$ cat config.mk
export PLATFORM = sky130hd
export DESIGN_NAME = stpt_ram
export DESIGN_NICKNAME = d
export VERILOG_FILES = /design/src/rtl/stpt_ram.sv
export SDC_FILE = /design/constraint.sdc
export NUM_CORES = 2
export LEC_CHECK = 0
export ABC_AREA = 1
export BUFFER_PORTS_ARGS = -buffer_cell sky130_fd_sc_hd__clkbuf_2
export CELL_PAD_IN_SITES_DETAIL_PLACEMENT = 1
export CELL_PAD_IN_SITES_GLOBAL_PLACEMENT = 1
export CORE_ASPECT_RATIO = 0.5
export CORE_MARGIN = 2
export CORE_UTILIZATION = 50
export CTS_CLUSTER_DIAMETER = 50
export CTS_CLUSTER_SIZE = 10
export DETAILED_ROUTE_END_ITERATION = 8
export PLACE_DENSITY_LB_ADDON = 0.1
export SYNTH_ARGS = -nofsm -noshare
export SYNTH_HDL_FRONTEND = slang
export SYNTH_MEMORY_MAX_BITS = 65536
export SYNTH_SLANG_ARGS = --single-unit
$ cat constraint.sdc
create_clock -name i_clk -period 11 [get_ports i_clk]
set_input_delay 2.2 -clock i_clk [delete_from_list [all_inputs] [get_ports i_clk]]
set_output_delay 2.2 -clock i_clk [all_outputs]
set_load 0.05 [all_outputs]
$ cat src/rtl/stpt_ram.sv
module stpt_ram #(
    parameter int Depth = 64,
    parameter int Width = 66
) (
    input  logic                     i_clk,
    input  logic                     i_we,
    input  logic [$clog2(Depth)-1:0] i_waddr,
    input  logic [Width-1:0]         i_wdata,
    input  logic [$clog2(Depth)-1:0] i_raddr,
    output logic [Width-1:0]         o_rdata
);
    logic [Width-1:0] r_mem [Depth];

    always_ff @(posedge i_clk) begin
        if (i_we) begin
            r_mem[i_waddr] <= i_wdata;
        end
        o_rdata <= r_mem[i_raddr];
    end
endmodule

==> Word level (Yosys, flattened, before mapping) <==
Memories as Yosys holds them, arrays and structs flattened. A register that Yosys moved wholly into a read port is not among the register bits.
Index checks and enable logic that the tools add are counted.
{ "op_classes": {"n_mux": 2} }
{ "ops": {"columns": ["operator", "count"], "rows": [
  ["two-way mux 1 bit", 2]
]} }
{ "totals": {"mem_bits_rw": 4224, "out_inout_bits": 66, "regBits": 0, "n_memories": 1, "in_bits": 80} }
{ "mem_list": {"columns": ["memory", "depth", "width", "rd", "rd_clocked_by_memory_dff", "wr", "line_no", "rtl"], "rows": [
  ["r_mem", 64, 66, 1, 1, 1, "12", "logic [Width-1:0] r_mem [Depth];"]
]} }

==> Logic depth before layout (Yosys ltp) <==
{ "depth": {"word_depth": 2, "ltp_mapped": 13, "mapped_depth_nobuf": 9} }

==> Least setup slack after synthesis <==
Ideal clock, no wire load.
{ "synth_path": {"kind": "input to register", "start": "input i_we", "end": "memory r_mem[48][0], enable pin", "t_arrival_ps": 9024, "path_stages": 3, "path_slack_ps": 1321, "cell_sequence": "clkbuf_1 -> nand4_1 -> nor4_1"} }
{ "synth_between": {"elab_chain_cells": 2} }
{ "synth_rtl": {"columns": ["item", "line_no", "rtl"], "rows": [
  ["start, declared", "6", "input logic i_we,"],
  ["two-way mux 1 bit", "15", "if (i_we) begin"],
  ["two-way mux 1 bit (implied by the code)", "16", "r_mem[i_waddr] <= i_wdata;"],
  ["end, declared", "12", null]
]} }
Every way passes these cells.

==> impl_metrics.ini <==
[status]
status = finished with violations
violations = max-slew violations

[logic_synthesis]
yosysTopAreaCell = edfxtp_1
synth.net_count = 13900
syn_area_mm2 = 0.171
synthTopCellsByArea = edfxtp_1 74%, nand3_1 12%, nand2_1 10%
synth.avg_cell_area_um2 = 12.4
syn_inst = 13800
ys_ff_latch = 4290
ys_types = 17
ys_seq_area_share_pct = 74.9
ys_warn_count = 0
post-synth-top-area-fraction_pct = 74.2

[die]
core-area_mm2 = 0.340
die_h_um = 418
io_pins = 146
die_w_um = 831
dieArea_mm2 = 0.347
initial_core_util_pct = 50.4
core.rowCount = 151

[detailed_routing]
wl_per_cell_um = 31.8
drt_iter0_markers = 15700
num_vias = 118000
final_antenna_net_count = 0
wirelength_um = 591000
firstDrtPassIters = 6
vias_per_cell = 6.34
drc = 0

[timing]
hold_violations = 0
maxSlewViolCount = 162
fmax_mhz = 172
tightest_slew_ps = 1950
hold_slack_ps = 807
rsz0062_at_grt = false
fin_crit_ps = 5810
setup_viol = 0
period_share_pct = 52.8
finalClockSkew_ps = 43.2
relSlewSlack_pct = -29.9
fin_tns_setup_ps = 0
layout_setup_ws_ps = 5190

[setup_path]
end_kind = flop
cp-start-kind = input pin
cp_max_fo = 244
crit_required_ps = 11860
slowest_delay_ps = 920
arrival_ps = 6670
slowest_stage = buf_4
path_class = input pin to flop
crit_chain = buf_12, clkinv_16, buf_4, buf_12, nand2_1, nand3_1, nand3_1, nand3_1, nand3_1, nand2_1, nand2_1, nand2_1

[clock_tree]
clkTransAtPathRegs_ps = 60
htreeDepth = 5
numCtsBuffers = 472
clock_latency_ps = 980
post-cts-setup-buffer-count = 0
cts_root_buf = clkbuf_16
cts_tree = done
cts_resized = 0
hold_buffers = 0
clockBufferDepth = 4
clock_sinks = 4290

[final_layout]
fin_nets = 13900
fill_cells = 33700
area_growth_pct = 9.94
layout_common_cells = 4554 x nand2_1, 4224 x edfxtp_1, 3967 x nand3_1, 479 x clkbuf_16, 243 x clkbuf_1
stdcell_count = 18600
drive_gt1_share_pct = 6.95
final_util_pct = 55.4
layout_commonest_cell = nand2_1

[power]
peakVddDrop_v = 0.000134
pwr-share-comb_pct = 6.1
cellPowerDensity_mw_per_mm2 = 184
seqPwrFrac_pct = 52.6
clkPwrFrac_pct = 41.3
switching_share_pct = 23.3
power.leakage_uw = 0.0656
internal_power_uw = 26500
switchingPower_uw = 8070

[placement]
dp.cells = 17800
gp_congestion = 0.790
dp_hpwl_um = 291000
port_buffers = 145
place_ws_ps = 4750

[global_route]
grt_use_total_pct = 33.4
grt_max_degree = 245
grt_pass1_vias = 119000
overflow = 0
antenna_found_initial = 30
grt_first_pass_wirelength_um = 842000

[run]
max-cap-violations = 0

[worst_hold_path]
min_path_type = flop to flop
[cells in the mapped netlist, drive strengths merged]
cell	n
buf	783
clkbuf	143
clkinv	1
dfxtp	66
edfxtp	4224
inv	11
nand2	4554
nand3	3967
nand4	9
nor2	56
nor4	8
[kinds of logic (layout without fill, tap and decap cells)]
kind of cell | count (synthesis) | after routing | share of synthesized area (%)
flip-flops | 4290 | 4290 | 74.9
AND/OR/NAND/NOR | 8594 | 8594 | 21.8
buffers and inverters | 938 | 1162 | 3.29
other | 0 | 15 | 0
[area by class of cell]
class / count / area [um2] / area share, %
flip-flops and latches: 4290 / 128000 / 68.2
multi-input cells: 8594 / 37700 / 20.1
clock buffers: 722 / 12900 / 6.86
well taps: 4513 / 5650 / 3.00
repair buffers: 411 / 3280 / 1.75
clock inverters: 17 / 189 / 0.100
inverters: 12 / 104 / 0.0552
diodes: 15 / 37.5 / 0.0200
[worst max-delay path: cells and delay by family]
| kind | cells | cell delay (ps) |
|---|---|---|
| buf+inv | 4 | 2010 |
| simple gates | 8 | 1090 |
[metal layers]
layer / up-vias / track usage [%] / part of all wire (%)
met3: 1140 / 5.01 / 9.3
li1: 49200 / - / -
met1: 61400 / 48.0 / 41
met5: - / 0 / 0.0090
met2: 5924 / 52.6 / 45
met4: 8 / 11.7 / 3.9
[power by group through the flow]
stage	clock network [uW]	logic (uW)	registers (uW)
2_1_floorplan	0	1140	18600
3_3_place_gp	0	2030	18500
3_5_place_dp	0	2080	18500
4_1_cts	14400	2100	18200
5_1_grt	15000	2270	18200
6_report	14300	2110	18200
[flip-flops by register name, summed over array words and instances (netlist names)]
signal	flops
o_rdata	66
r_mem	4224
[per-stage QoR]
step	total power, uW	area (um2)
detailed placement	20600	175000
CTS	34700	188000
finish	34600	188000
global route	35500	188000
global placement	20600	175000
floorplan	19700	171000
[worst paths after layout]
path | startpoint | to | slack [ps] | cells past startpoint
max | i_raddr[0] | o_rdata[64] | 5190 | 12
min | r_mem[58][58] | o_rdata[58] | 810 | 8
max reg2reg | r_mem[39][26] | o_rdata[26] | 9120 | 8
min reg2reg | r_mem[58][58] | o_rdata[58] | 810 | 8
Power figures use the tool's default switching activity.
